--- src/vaos_pkg.sv ---
package vaos_pkg;

  localparam int NUM_VOICES_DEF = 16;
  localparam int VLIM_W         = 5;
  localparam int VSEL_W         = 4;
  localparam int VIDX_W         = 4;
  localparam int STAMP_W        = 32;

  localparam logic [VLIM_W-1:0] VLIM_RST = 5'd8;

  localparam logic FUNC_ALLOC  = 1'b0;
  localparam logic FUNC_STATUS = 1'b1;

  typedef enum logic [1:0] {
    ST_IDLE,
    ST_SCAN,
    ST_DRAIN,
    ST_COMMIT
  } vaos_state_t;

  typedef struct packed {
    logic start;
    logic scan;
    logic status_wr;
    logic commit;
  } vaos_cmd_t;

  typedef struct packed {
    logic scan_last;
    logic out_busy;
  } vaos_sts_t;

endpackage

--- src/vaos_in_if.sv ---
interface vaos_in_if;
  logic                        valid;
  logic                        ready;
  logic                        func;
  logic [vaos_pkg::VSEL_W-1:0] voice_sel;
  logic                        is_active;
  logic                        is_releasing;
  logic                        is_pending;

  modport source (output valid, func, voice_sel, is_active, is_releasing, is_pending,
                  input ready);
  modport sink (input valid, func, voice_sel, is_active, is_releasing, is_pending,
                output ready);
endinterface

--- src/vaos_out_if.sv ---
interface vaos_out_if;
  logic                        valid;
  logic                        ready;
  logic [vaos_pkg::VIDX_W-1:0] voice_index;
  logic                        steal;

  modport source (output valid, voice_index, steal, input ready);
  modport sink (input valid, voice_index, steal, output ready);
endinterface

--- src/vaos_ctrl.sv ---
module vaos_ctrl (
  input  logic               clk,
  input  logic               rst_n,
  input  logic               in_valid,
  input  logic               in_func,
  output logic               in_ready,
  input  vaos_pkg::vaos_sts_t sts,
  output vaos_pkg::vaos_cmd_t cmd
);

  vaos_pkg::vaos_state_t state_r, state_nxt;

  always_ff @(posedge clk) begin
    if (!rst_n) begin
      state_r <= vaos_pkg::ST_IDLE;
    end else begin
      state_r <= state_nxt;
    end
  end

  always_comb begin
    state_nxt = state_r;
    in_ready  = 1'b0;
    cmd       = '0;
    unique case (state_r)
      vaos_pkg::ST_IDLE: begin
        in_ready = 1'b1;
        if (in_valid) begin
          if (in_func == vaos_pkg::FUNC_ALLOC) begin
            cmd.start = 1'b1;
            state_nxt = vaos_pkg::ST_SCAN;
          end else begin
            cmd.status_wr = 1'b1;
          end
        end
      end
      vaos_pkg::ST_SCAN: begin
        cmd.scan = 1'b1;
        if (sts.scan_last) begin
          state_nxt = vaos_pkg::ST_DRAIN;
        end
      end
      vaos_pkg::ST_DRAIN: begin
        // last stamp read is compared on this edge
        state_nxt = vaos_pkg::ST_COMMIT;
      end
      vaos_pkg::ST_COMMIT: begin
        // hold until the output register is free
        if (!sts.out_busy) begin
          cmd.commit = 1'b1;
          state_nxt  = vaos_pkg::ST_IDLE;
        end
      end
      default: state_nxt = vaos_pkg::ST_IDLE;
    endcase
  end

endmodule

--- src/vaos_dp.sv ---
module vaos_dp #(
  parameter int NUM_VOICES = vaos_pkg::NUM_VOICES_DEF
) (
  input  logic                         clk,
  input  logic                         rst_n,
  input  logic                         cfg_we,
  input  logic [vaos_pkg::VLIM_W-1:0]  cfg_wdata,
  input  logic [vaos_pkg::VSEL_W-1:0]  in_voice_sel,
  input  logic                         in_is_active,
  input  logic                         in_is_releasing,
  input  logic                         in_is_pending,
  input  vaos_pkg::vaos_cmd_t          cmd,
  output vaos_pkg::vaos_sts_t          sts,
  output logic                         out_valid,
  input  logic                         out_ready,
  output logic [vaos_pkg::VIDX_W-1:0]  out_voice_index,
  output logic                         out_steal
);

  localparam int IW = (NUM_VOICES > 1) ? $clog2(NUM_VOICES) : 1;
  localparam int CW = $clog2(NUM_VOICES + 1);
  localparam int LW = (CW > vaos_pkg::VLIM_W) ? CW : vaos_pkg::VLIM_W;
  localparam int SW = vaos_pkg::STAMP_W;

  logic [vaos_pkg::VLIM_W-1:0] vlim_r;
  logic [NUM_VOICES-1:0]       active_r, releasing_r, pending_r, stamp_vld_r;
  logic [SW-1:0]               stamp_mem [NUM_VOICES];
  logic [SW-1:0]               stamp_cnt_r, stamp_nxt;

  logic [IW-1:0] idx_r, last_r, cmp_idx_r;
  logic          cmp_vld_r;
  logic [SW-1:0] rd_data_r;
  logic          rd_vld_r;

  logic          free_found_r, rel_found_r, any_found_r;
  logic [IW-1:0] free_idx_r, rel_idx_r, any_idx_r;
  logic [SW-1:0] rel_stamp_r, any_stamp_r;

  logic [LW-1:0] lim_ext, lim_eff;
  logic [IW-1:0] last_eff, sel_idx, pick;
  logic          pick_steal;
  logic [SW-1:0] cur_stamp;
  logic          cur_act, cur_rel, cur_pend;
  logic          free_hit, rel_hit, any_hit;
  logic          out_valid_r, out_steal_r;
  logic [vaos_pkg::VIDX_W-1:0] out_idx_r;

  // clamp the voice limit into 1..NUM_VOICES
  always_comb begin
    lim_ext = LW'(vlim_r);
    if (lim_ext == '0) begin
      lim_eff = LW'(1);
    end else if (lim_ext > LW'(NUM_VOICES)) begin
      lim_eff = LW'(NUM_VOICES);
    end else begin
      lim_eff = lim_ext;
    end
    last_eff = IW'(lim_eff - LW'(1));
  end

  always_ff @(posedge clk) begin
    if (!rst_n) begin
      vlim_r <= vaos_pkg::VLIM_RST;
    end else if (cfg_we) begin
      vlim_r <= cfg_wdata;
    end
  end

  // scan address and read stage
  always_ff @(posedge clk) begin
    if (!rst_n) begin
      cmp_vld_r <= 1'b0;
    end else begin
      cmp_vld_r <= cmd.scan;
    end
  end

  always_ff @(posedge clk) begin
    if (cmd.start) begin
      idx_r  <= '0;
      last_r <= last_eff;
    end else if (cmd.scan) begin
      idx_r <= idx_r + IW'(1);
    end
    rd_data_r <= stamp_mem[idx_r];
    rd_vld_r  <= stamp_vld_r[idx_r];
    cmp_idx_r <= idx_r;
  end

  assign sts.scan_last = (idx_r == last_r);
  assign sts.out_busy  = out_valid_r && !out_ready;

  // compare stage
  always_comb begin
    cur_stamp = rd_vld_r ? rd_data_r : '0;
    cur_act   = active_r[cmp_idx_r];
    cur_rel   = releasing_r[cmp_idx_r];
    cur_pend  = pending_r[cmp_idx_r];
    free_hit  = cmp_vld_r && !cur_act && !cur_pend;
    rel_hit   = cmp_vld_r && cur_act && cur_rel && !cur_pend;
    any_hit   = cmp_vld_r && !cur_pend;
  end

  always_ff @(posedge clk) begin
    if (!rst_n || cmd.start) begin
      free_found_r <= 1'b0;
      rel_found_r  <= 1'b0;
      any_found_r  <= 1'b0;
    end else begin
      if (free_hit && !free_found_r) begin
        free_found_r <= 1'b1;
      end
      // strict compare keeps the lowest index on equal stamps
      if (rel_hit && (!rel_found_r || cur_stamp < rel_stamp_r)) begin
        rel_found_r <= 1'b1;
      end
      if (any_hit && (!any_found_r || cur_stamp < any_stamp_r)) begin
        any_found_r <= 1'b1;
      end
    end
  end

  always_ff @(posedge clk) begin
    if (free_hit && !free_found_r) begin
      free_idx_r <= cmp_idx_r;
    end
    if (rel_hit && (!rel_found_r || cur_stamp < rel_stamp_r)) begin
      rel_idx_r   <= cmp_idx_r;
      rel_stamp_r <= cur_stamp;
    end
    if (any_hit && (!any_found_r || cur_stamp < any_stamp_r)) begin
      any_idx_r   <= cmp_idx_r;
      any_stamp_r <= cur_stamp;
    end
  end

  always_comb begin
    priority if (free_found_r) begin
      pick       = free_idx_r;
      pick_steal = 1'b0;
    end else if (rel_found_r) begin
      pick       = rel_idx_r;
      pick_steal = 1'b1;
    end else if (any_found_r) begin
      pick       = any_idx_r;
      pick_steal = 1'b1;
    end else begin
      pick       = '0;
      pick_steal = 1'b1;
    end
  end

  assign stamp_nxt = stamp_cnt_r + SW'(1);
  assign sel_idx   = IW'(in_voice_sel);

  // voice flags, stamp valid bits and counter
  always_ff @(posedge clk) begin
    if (!rst_n) begin
      active_r    <= '0;
      releasing_r <= '0;
      pending_r   <= '0;
      stamp_vld_r <= '0;
      stamp_cnt_r <= '0;
    end else if (cmd.commit) begin
      stamp_cnt_r        <= stamp_nxt;
      stamp_vld_r[pick]  <= 1'b1;
      if (pick_steal) begin
        pending_r[pick] <= 1'b1;
      end else begin
        active_r[pick]    <= 1'b1;
        releasing_r[pick] <= 1'b0;
      end
    end else if (cmd.status_wr && (32'(in_voice_sel) < NUM_VOICES)) begin
      active_r[sel_idx]    <= in_is_active;
      releasing_r[sel_idx] <= in_is_releasing;
      pending_r[sel_idx]   <= in_is_pending;
    end
  end

  always_ff @(posedge clk) begin
    if (cmd.commit) begin
      stamp_mem[pick] <= stamp_nxt;
    end
  end

  // output word register
  always_ff @(posedge clk) begin
    if (!rst_n) begin
      out_valid_r <= 1'b0;
    end else if (cmd.commit) begin
      out_valid_r <= 1'b1;
    end else if (out_ready) begin
      out_valid_r <= 1'b0;
    end
  end

  always_ff @(posedge clk) begin
    if (cmd.commit) begin
      out_idx_r   <= vaos_pkg::VIDX_W'(pick);
      out_steal_r <= pick_steal;
    end
  end

  assign out_valid       = out_valid_r;
  assign out_voice_index = out_idx_r;
  assign out_steal       = out_steal_r;

endmodule

--- src/voice_allocator_oldest_steal_unit.sv ---
// Allocate word: scans voices 0..N-1, N = clamped voice limit;
// the stamp memory is scanned one voice per cycle through a registered read.
// The input takes no new word until an allocate commits; while idle, a status word is taken every cycle.
// A result that is not taken holds the next allocate in its commit step.
// Reset (rst_n low, synchronous): all marks, stamps and the stamp counter clear,
// voice limit returns to 8, no result pending.
module voice_allocator_oldest_steal_unit #(
  parameter int NUM_VOICES = vaos_pkg::NUM_VOICES_DEF
) (
  input  logic                        clk,
  input  logic                        rst_n,
  input  logic                        cfg_we,
  input  logic [vaos_pkg::VLIM_W-1:0] cfg_wdata,
  vaos_in_if.sink                     in_chan,
  vaos_out_if.source                  out_chan
);

  vaos_pkg::vaos_cmd_t cmd;
  vaos_pkg::vaos_sts_t sts;

  vaos_ctrl u_ctrl (
    .clk      (clk),
    .rst_n    (rst_n),
    .in_valid (in_chan.valid),
    .in_func  (in_chan.func),
    .in_ready (in_chan.ready),
    .sts      (sts),
    .cmd      (cmd)
  );

  vaos_dp #(
    .NUM_VOICES (NUM_VOICES)
  ) u_dp (
    .clk             (clk),
    .rst_n           (rst_n),
    .cfg_we          (cfg_we),
    .cfg_wdata       (cfg_wdata),
    .in_voice_sel    (in_chan.voice_sel),
    .in_is_active    (in_chan.is_active),
    .in_is_releasing (in_chan.is_releasing),
    .in_is_pending   (in_chan.is_pending),
    .cmd             (cmd),
    .sts             (sts),
    .out_valid       (out_chan.valid),
    .out_ready       (out_chan.ready),
    .out_voice_index (out_chan.voice_index),
    .out_steal       (out_chan.steal)
  );

endmodule

--- src/flat_wrapper.sv ---
// flat-port wrapper written by rule: the top's interface ports become plain ports
module voice_allocator_oldest_steal_unit_flat 
#(
  parameter int NUM_VOICES = vaos_pkg::NUM_VOICES_DEF
)
  (clk, rst_n, cfg_we, cfg_wdata, in_chan_valid, in_chan_func, in_chan_voice_sel, in_chan_is_active, in_chan_is_releasing, in_chan_is_pending, in_chan_ready, out_chan_valid, out_chan_voice_index, out_chan_steal, out_chan_ready);
  vaos_in_if in_chan_i ();
  vaos_out_if out_chan_i ();
  input  logic clk;
  input  logic rst_n;
  input  logic cfg_we;
  input  logic [vaos_pkg::VLIM_W-1:0] cfg_wdata;
  input wire logic [$bits(in_chan_i.valid)-1:0] in_chan_valid;
  input wire logic [$bits(in_chan_i.func)-1:0] in_chan_func;
  input wire logic [$bits(in_chan_i.voice_sel)-1:0] in_chan_voice_sel;
  input wire logic [$bits(in_chan_i.is_active)-1:0] in_chan_is_active;
  input wire logic [$bits(in_chan_i.is_releasing)-1:0] in_chan_is_releasing;
  input wire logic [$bits(in_chan_i.is_pending)-1:0] in_chan_is_pending;
  output wire logic [$bits(in_chan_i.ready)-1:0] in_chan_ready;
  output wire logic [$bits(out_chan_i.valid)-1:0] out_chan_valid;
  output wire logic [$bits(out_chan_i.voice_index)-1:0] out_chan_voice_index;
  output wire logic [$bits(out_chan_i.steal)-1:0] out_chan_steal;
  input wire logic [$bits(out_chan_i.ready)-1:0] out_chan_ready;
  assign in_chan_i.valid = in_chan_valid;
  assign in_chan_i.func = in_chan_func;
  assign in_chan_i.voice_sel = in_chan_voice_sel;
  assign in_chan_i.is_active = in_chan_is_active;
  assign in_chan_i.is_releasing = in_chan_is_releasing;
  assign in_chan_i.is_pending = in_chan_is_pending;
  assign in_chan_ready = in_chan_i.ready;
  assign out_chan_valid = out_chan_i.valid;
  assign out_chan_voice_index = out_chan_i.voice_index;
  assign out_chan_steal = out_chan_i.steal;
  assign out_chan_i.ready = out_chan_ready;
  voice_allocator_oldest_steal_unit #(.NUM_VOICES(NUM_VOICES)) u_core (.clk(clk), .rst_n(rst_n), .cfg_we(cfg_we), .cfg_wdata(cfg_wdata), .in_chan(in_chan_i), .out_chan(out_chan_i));
endmodule
--- config.mk ---
export PLATFORM = sky130hd
export DESIGN_NAME = voice_allocator_oldest_steal_unit_flat
export DESIGN_NICKNAME = d
export VERILOG_FILES = /design/src/vaos_pkg.sv /design/src/vaos_in_if.sv /design/src/vaos_out_if.sv /design/src/vaos_ctrl.sv /design/src/vaos_dp.sv /design/src/voice_allocator_oldest_steal_unit.sv /design/src/flat_wrapper.sv
export SDC_FILE = /design/constraint.sdc
export NUM_CORES = 1
export LEC_CHECK = 0
export ABC_CLOCK_PERIOD_IN_PS = 5000
export BUFFER_PORTS_ARGS = -buffer_cell sky130_fd_sc_hd__buf_4
export CAP_MARGIN = 20
export CORE_ASPECT_RATIO = 1.1
export CORE_UTILIZATION = 40
export CTS_CLUSTER_SIZE = 8
export DETAILED_ROUTE_END_ITERATION = 10
export MAX_ROUTING_LAYER = met4
export PLACE_DENSITY_LB_ADDON = 0.08
export SYNTH_ARGS = -nofsm -noshare
export SYNTH_HDL_FRONTEND = slang
export SYNTH_SLANG_ARGS = --single-unit
--- constraint.sdc ---
create_clock -name clk -period 5 [get_ports clk]
set_clock_uncertainty 0.2 [all_clocks]
set_input_delay 0.25 -clock clk [delete_from_list [all_inputs] [get_ports clk]]
set_output_delay 0.25 -clock clk [all_outputs]
set_load 0.05 [all_outputs]
# --- After elaboration in Yosys (flattened, before gate mapping) ---
# Memories as Yosys holds them, arrays and structs flattened. A register that Yosys moved wholly into a read port is not among the register bits.
# Cells that the tools add are included.
word_totals:
  input_bits: 18
  reg_bits: 202
  ramBits: 512
  wordCells: 130
  mem_count: 1
op_classes:
  n_eq_ne: 10
  bitwise: 5
  n_lt_le_gt_ge: 9
  n_reduce_logical: 29
  n_mux: 50
  addsub: 3
memory_table:
  columns: ["name", "words", "word_bits", "read_ports", "rd_ports_with_merged_regs", "write_ports", "line", "source"]
  rows:
  - ["u_core.u_dp.stamp_mem", 16, 32, 1, 1, 1, "vaos_dp.sv:27", "logic [SW-1:0] stamp_mem [NUM_VOICES];"]
ops:
  columns: ["operator", "n"]
  rows:
  - ["16-bit 2-to-1 mux", 9]
  - ["32-bit < comparator", 2]
  - ["16-bit bitwise mux", 3]
  - ["16-bit OR", 3]
  - ["32-bit by 1-bit adder with 32-bit output, second input constant", 1]
  - ["32-bit 2-to-1 mux", 1]
  - ["1-bit 2-to-1 mux", 21]
  - ["4-bit by 5-bit < comparator with 1-bit output, second input constant", 4]
  - ["4-bit 2-to-1 mux", 5]
  - ["16-bit bitwise AND", 1]
  - ["1-bit binary-select mux with 4-bit select", 4]
  - ["16-bit inverter", 1]
  - ["1-bit logical AND", 12]
  - ["2-bit inequality test, second input constant", 5]
  - ["1-bit demux with 4-bit select", 2]
  - ["4-bit by 1-bit >= comparator with 1-bit output, second input constant", 2]
  - ["2-bit 2-to-1 mux", 4]
  - ["2-bit one-hot mux with 4 select lines", 1]
  - ["1-bit logical NOT", 7]
  - ["5-bit > comparator, second input constant", 1]
  - ["5-bit logical NOT", 1]
  - ["4-bit by 1-bit adder with 4-bit output, second input constant", 1]
  - ["2-bit == test, second input constant", 2]
  - ["4-bit == test", 1]
  - ["other kinds (8)", 12]

# --- Depth between registers and ports, before layout ---
depth:
  depth_word: 11
  ltp_mapped: 9
  mapped_depth_nobuf: 8

# --- By module ---
# Synthesis repeated with hierarchy kept, for this count alone.
unflattened:
  hier_cells: 1793
  area_unflattened_um2: 30309.1
modules_own_cells:
  columns: ["mod", "area_each_um2", "cells_each", "n_inst"]
  rows:
  - ["vaos_dp", 30116.4, 1773, 1]
  - ["vaos_ctrl", 192.7, 20, 1]

# --- Worst setup path before layout ---
# OpenSTA, ideal clock, no wires.
synth_path:
  path_kind: "reg2reg"
  from: "register u_core.u_dp.cmp_idx_r[2]"
  to: "register u_core.u_dp.any_idx_r[0], enable pin"
  arrival_time_ns: 4.457
  path_stages_with_launch: 6
  setup_slack_ns: -0.141
  n_path_buf: 1
  required_time_ns: 4.316
  path_cell_list: "dfxtp_1 > buf_6 > mux4_1 > mux4_2 > nand2b_4 > a211oi_1"
synth_between:
  elab_chain_cells: 5
synth_rtl:
  columns: ["element", "line", "source"]
  rows:
  - ["from (decl)", "vaos_dp.sv:30", "logic [IW-1:0] idx_r, last_r, cmp_idx_r;"]
  - ["from (signal assigned)", "vaos_dp.sv:87", "cmp_idx_r <= idx_r;"]
  - ["1-bit binary-select mux with 4-bit select", "vaos_dp.sv:98", "cur_pend = pending_r[cmp_idx_r];"]
  - ["1-bit 2-to-1 mux (not written as such)", "vaos_dp.sv:98", null]
  - ["1-bit logical NOT", "vaos_dp.sv:101", "any_hit = cmp_vld_r && !cur_pend;"]
  - ["1-bit logical AND", "vaos_dp.sv:101", null]
  - ["1-bit logical AND", "vaos_dp.sv:131", "if (any_hit && (!any_found_r || cur_stamp < any_stamp_r)) begin"]
  - ["to (signal assigned)", "vaos_dp.sv:132", "any_idx_r <= cmp_idx_r;"]
  - ["to (decl)", "vaos_dp.sv:36", "logic [IW-1:0] free_idx_r, rel_idx_r, any_idx_r;"]
# No other way between the ends. The select of a mux whose other input is x is not followed.
# A chain may end at the register's enable or synchronous reset.

# --- Worst setup path after layout ---
layout_path:
  from: "register u_core.u_dp.rd_vld_r"
  to: "register u_core.u_dp.rel_stamp_r[28], enable pin"
layout_between:
  elab_chain_cells: 4
layout_rtl:
  columns: ["element", "line", "source"]
  rows:
  - ["from (decl)", "vaos_dp.sv:33", "logic rd_vld_r;"]
  - ["from (signal assigned)", "vaos_dp.sv:86", "rd_vld_r <= stamp_vld_r[idx_r];"]
  - ["32-bit 2-to-1 mux", "vaos_dp.sv:95", "cur_stamp = rd_vld_r ? rd_data_r : '0;"]
  - ["named net u_core.u_dp.cur_stamp[25]", "vaos_dp.sv:42", "logic [SW-1:0] cur_stamp;"]
  - ["32-bit < comparator", "vaos_dp.sv:127", "if (rel_hit && (!rel_found_r || cur_stamp < rel_stamp_r)) begin"]
  - ["1-bit logical OR", "vaos_dp.sv:127", null]
  - ["1-bit logical AND", "vaos_dp.sv:127", null]
  - ["to (signal assigned)", "vaos_dp.sv:129", "rel_stamp_r <= cur_stamp;"]
  - ["to (decl)", "vaos_dp.sv:37", "logic [SW-1:0] rel_stamp_r, any_stamp_r;"]
# The timed path passes the listed nets, and every way through them passes these cells.

==> impl_metrics.yaml <==
status:
  status: "complete, no violations"
job:
  drv_cap: 0
die:
  core-area_um2: 74600
  die_y_um: 290
  pin_count: 25
  die_w_um: 264
  initial_core_util_pct: 40.5
  rows: 105
  fp.dieArea_um2: 76600
detailed_routing:
  drc: 0
  wire_per_inst_um: 25.2
  final_antenna_net_count: 0
  wirelength_mm: 73.8
  dr.pass1.iters: 5
  drt-initial-drc-count: 1042
  drt-vias-per-instance: 5.43
  vias: 15937
synthesis:
  ys_warn_count: 0
  synthArstFlopShare_pct: 0
  synth-main-ff-cell: "edfxtp_1"
  avgSynthCellArea_um2: 17.2
  syn_area_um2: 30200
  synth_top_area_cell: "edfxtp_1"
  ys_seq_elements: 746
  synth_seq_area_share_pct: 69.2
  syn_nets: 1840
  ys_types: 54
  syn_inst: 1755
  synthTopCellsByArea: "edfxtp_1 59%, mux4_2 12%, dfxtp_1 9.9%, ha_1 2.8%, nor2_1 1.4%"
  synth_top_area_share_pct: 59.3
  synth_edf_count: 597
power_and_ir_drop:
  pwr-share-clk_pct: 40.3
  seqPwrFrac_pct: 45.9
  combPwrFrac_pct: 13.8
  powerDensity_nw_per_um2: 455
  p_int_mw: 11.9
  power.leakage_nw: 11.7
  switching_share_pct: 25.8
  peakVddDrop_v: 0.000283
  netSwitchingPower_mw: 4.15
sta:
  fmax_mhz: 272
  worstMarginPinSlew_ns: 1.08
  period_needed_ns: 3.68
  rsz0062_at_grt: "false"
  finalHoldViolations: 0
  maxSlewViolCount: 0
  maxSlewHeadroom_pct: 28.1
  finalSetupViolations: 0
  tns_ns: 0
  timing.final.crit_share_pct: 73.5
critical_path:
  rr_startpoint: "u_core.u_dp.rd_vld_r"
  cp-startpoint: "u_core.u_dp.rd_vld_r"
  path_cells: "buf_16, and2_1, ha_1, a21o_1, a21o_1, a221oi_1, o21ai_0, a211oi_2, o21a_2, buf_12"
  cp.arrival_ns: 3.79
  start_kind: "flip-flop"
  path_max_fanout: 22
  critPathMaxStageDelay_ns: 0.64
  crit_required_ns: 5.12
  cp_common_cell: "a21o_1"
  worst_path_max_delay_cell: "dfxtp_1"
  crit_type: "flip-flop to flip-flop"
  end_kind: "flip-flop"
layout:
  drive_gt1_share_pct: 22.0
  stdcell_area_um2: 35400
  layout.cells.non_filler: 2934
  final_cell_mix: "597 x edfxtp_1, 167 x mux4_2, 145 x dfxtp_1"
  layout_commonest_cell: "edfxtp_1"
  final_net_count: 1978
  antenna_cells: 0
  syn2layout_area_growth_pct: 17.1
clock_network:
  htreeDepth: 3
  clock_sinks: 746
  cts_tree: "built"
  clockRootBuffer: "clkbuf_16"
  clock_path_buffers: 3
  cts_inserted_buffers: 103
  clk_pin_slew_ns: 0.05
  insertion_delay_ns: 0.67
min_path:
  min_path_type: "input port to flip-flop"
  min_from: "rst_n"
placement:
  io_buffers: 24
  dpl.cell_count: 2707
  place_area_um2: 31900
  dpl.hpwl_mm: 43.4
  gp_congestion: 0.790
grt:
  grt_util_all_layers_pct: 20.3
  grt_pass1_wl_mm: 111
  grt_max_degree: 84
  grt-ovfl-total: 0
  antenna_found_initial: 0
  grt_pass1_vias: 16815
per-stage QoR:
| step | total power, mW | hold WS, ns | setup slack [ns] | utilization [%] |
|---|---|---|---|---|
| after floorplan | 8.86 | 0.129 | 1.05 | - |
| after global placement | 9.79 | 0.243 | 0.922 | 42.7 |
| after detailed placement | 9.78 | 0.252 | 1.31 | 42.8 |
| after CTS | 16.3 | 0.0105 | 1.27 | 47.2 |
| after global routing | 16.7 | 0.0718 | 1.02 | 47.4 |
| final | 16.1 | 0.0271 | 1.32 | 47.4 |
cells in the mapped netlist, types with 9 or more instances:
library cell / number
nor2b_1: 16
ha_1: 67
o21ai_0: 31
mux4_1: 13
xnor2_1: 41
and2_1: 49
o21a_1: 20
o221a_2: 30
a21boi_0: 16
nand2b_1: 9
buf_2: 10
nand2_1: 62
a21o_1: 13
mux4_2: 167
a21oi_1: 42
xor2_1: 24
nor2_1: 112
dfxtp_1: 149
inv_1: 75
clkbuf_1: 59
nor3_1: 13
edfxtp_1: 597
and3_1: 11
nand3_1: 34
or3_1: 10
nand4_1: 17
power groups by stage:
stage,clock (mW),sequential [mW],combinational (mW)
2_1_floorplan,0,7.15,1.71
3_3_place_gp,0,7.56,2.22
3_5_place_dp,0,7.54,2.23
4_1_cts,6.65,7.43,2.27
5_1_grt,6.90,7.43,2.39
6_report,6.49,7.39,2.22
registers in the layout, indices dropped and copies added, names as in the netlist, 2 cells and up:
| register | flops |
|---|---|
| u_core.u_dp.stamp_mem | 512 |
| u_core.u_dp.any_stamp_r | 32 |
| u_core.u_dp.rd_data_r | 32 |
| u_core.u_dp.rel_stamp_r | 32 |
| u_core.u_dp.stamp_cnt_r | 32 |
| u_core.u_dp.active_r | 16 |
| u_core.u_dp.pending_r | 16 |
| u_core.u_dp.releasing_r | 16 |
| u_core.u_dp.stamp_vld_r | 16 |
| u_core.u_dp.lim_ext | 5 |
| u_core.u_dp.any_idx_r | 4 |
| u_core.u_dp.cmp_idx_r | 4 |
| u_core.u_dp.free_idx_r | 4 |
| u_core.u_dp.idx_r | 4 |
| u_core.u_dp.last_r | 4 |
| u_core.u_dp.out_voice_index | 4 |
| u_core.u_dp.rel_idx_r | 4 |
| u_core.u_ctrl.state_r | 2 |
cell type report:
cell class / instances / area, um2
multi-input cells: 851 / 8820
clock buffers: 177 / 2900
repair buffers: 114 / 1130
clock inverters: 6 / 130
inverters: 77 / 289
flip-flops and latches: 746 / 20900
fillers: 6385 / 39200
well taps: 963 / 1200
layer usage:
layer  GRT usage [%]  vias up  wire length, um
met5               -        -                0
met1            26.4     8347            32300
met3            2.78      108             2880
li1                -     7149                -
met4            5.73        0             1400
met2            33.4      333            37300
worst max-delay path: cells and delay by family, from the launching register on:
| kind | cells | cell delay (ns) |
|---|---|---|
| compound gates | 6 | 1.52 |
| fa+ha+maj | 1 | 0.27 |
| buf+inv | 2 | 0.46 |
| simple gates | 1 | 0.22 |
| flops | 1 | 0.64 |
repair_timing:
item                      4_1_cts  5_1_grt
resized for setup               0        0
buffers inserted                0        0
hold endpoints to repair       60        0
hold buffers                   26        0
final timing paths:
check	end	slack [ns]	cells past startpoint
worst max-delay path	u_core.u_dp.rel_stamp_r[28]	1.32	10
worst min-delay path	u_core.u_dp.out_valid	0.03	2
worst max register to register	u_core.u_dp.rel_stamp_r[28]	1.32	10
worst min register to register	u_core.u_dp.stamp_vld_r[11]	0.26	1
kinds of logic after synthesis:
kind of cell,after synthesis,share of synthesized area [%]
XOR/XNOR,65,1.88
AO/OA/AOI/OAI,179,4.31
adder cells (fa/ha/maj),68,2.81
multiplexers,187,13.8
AND/OR/NAND/NOR,352,5.91
buffers and inverters,158,2.07
flip-flops,746,69.2
Note: power is estimated with default switching activity, not from simulation.
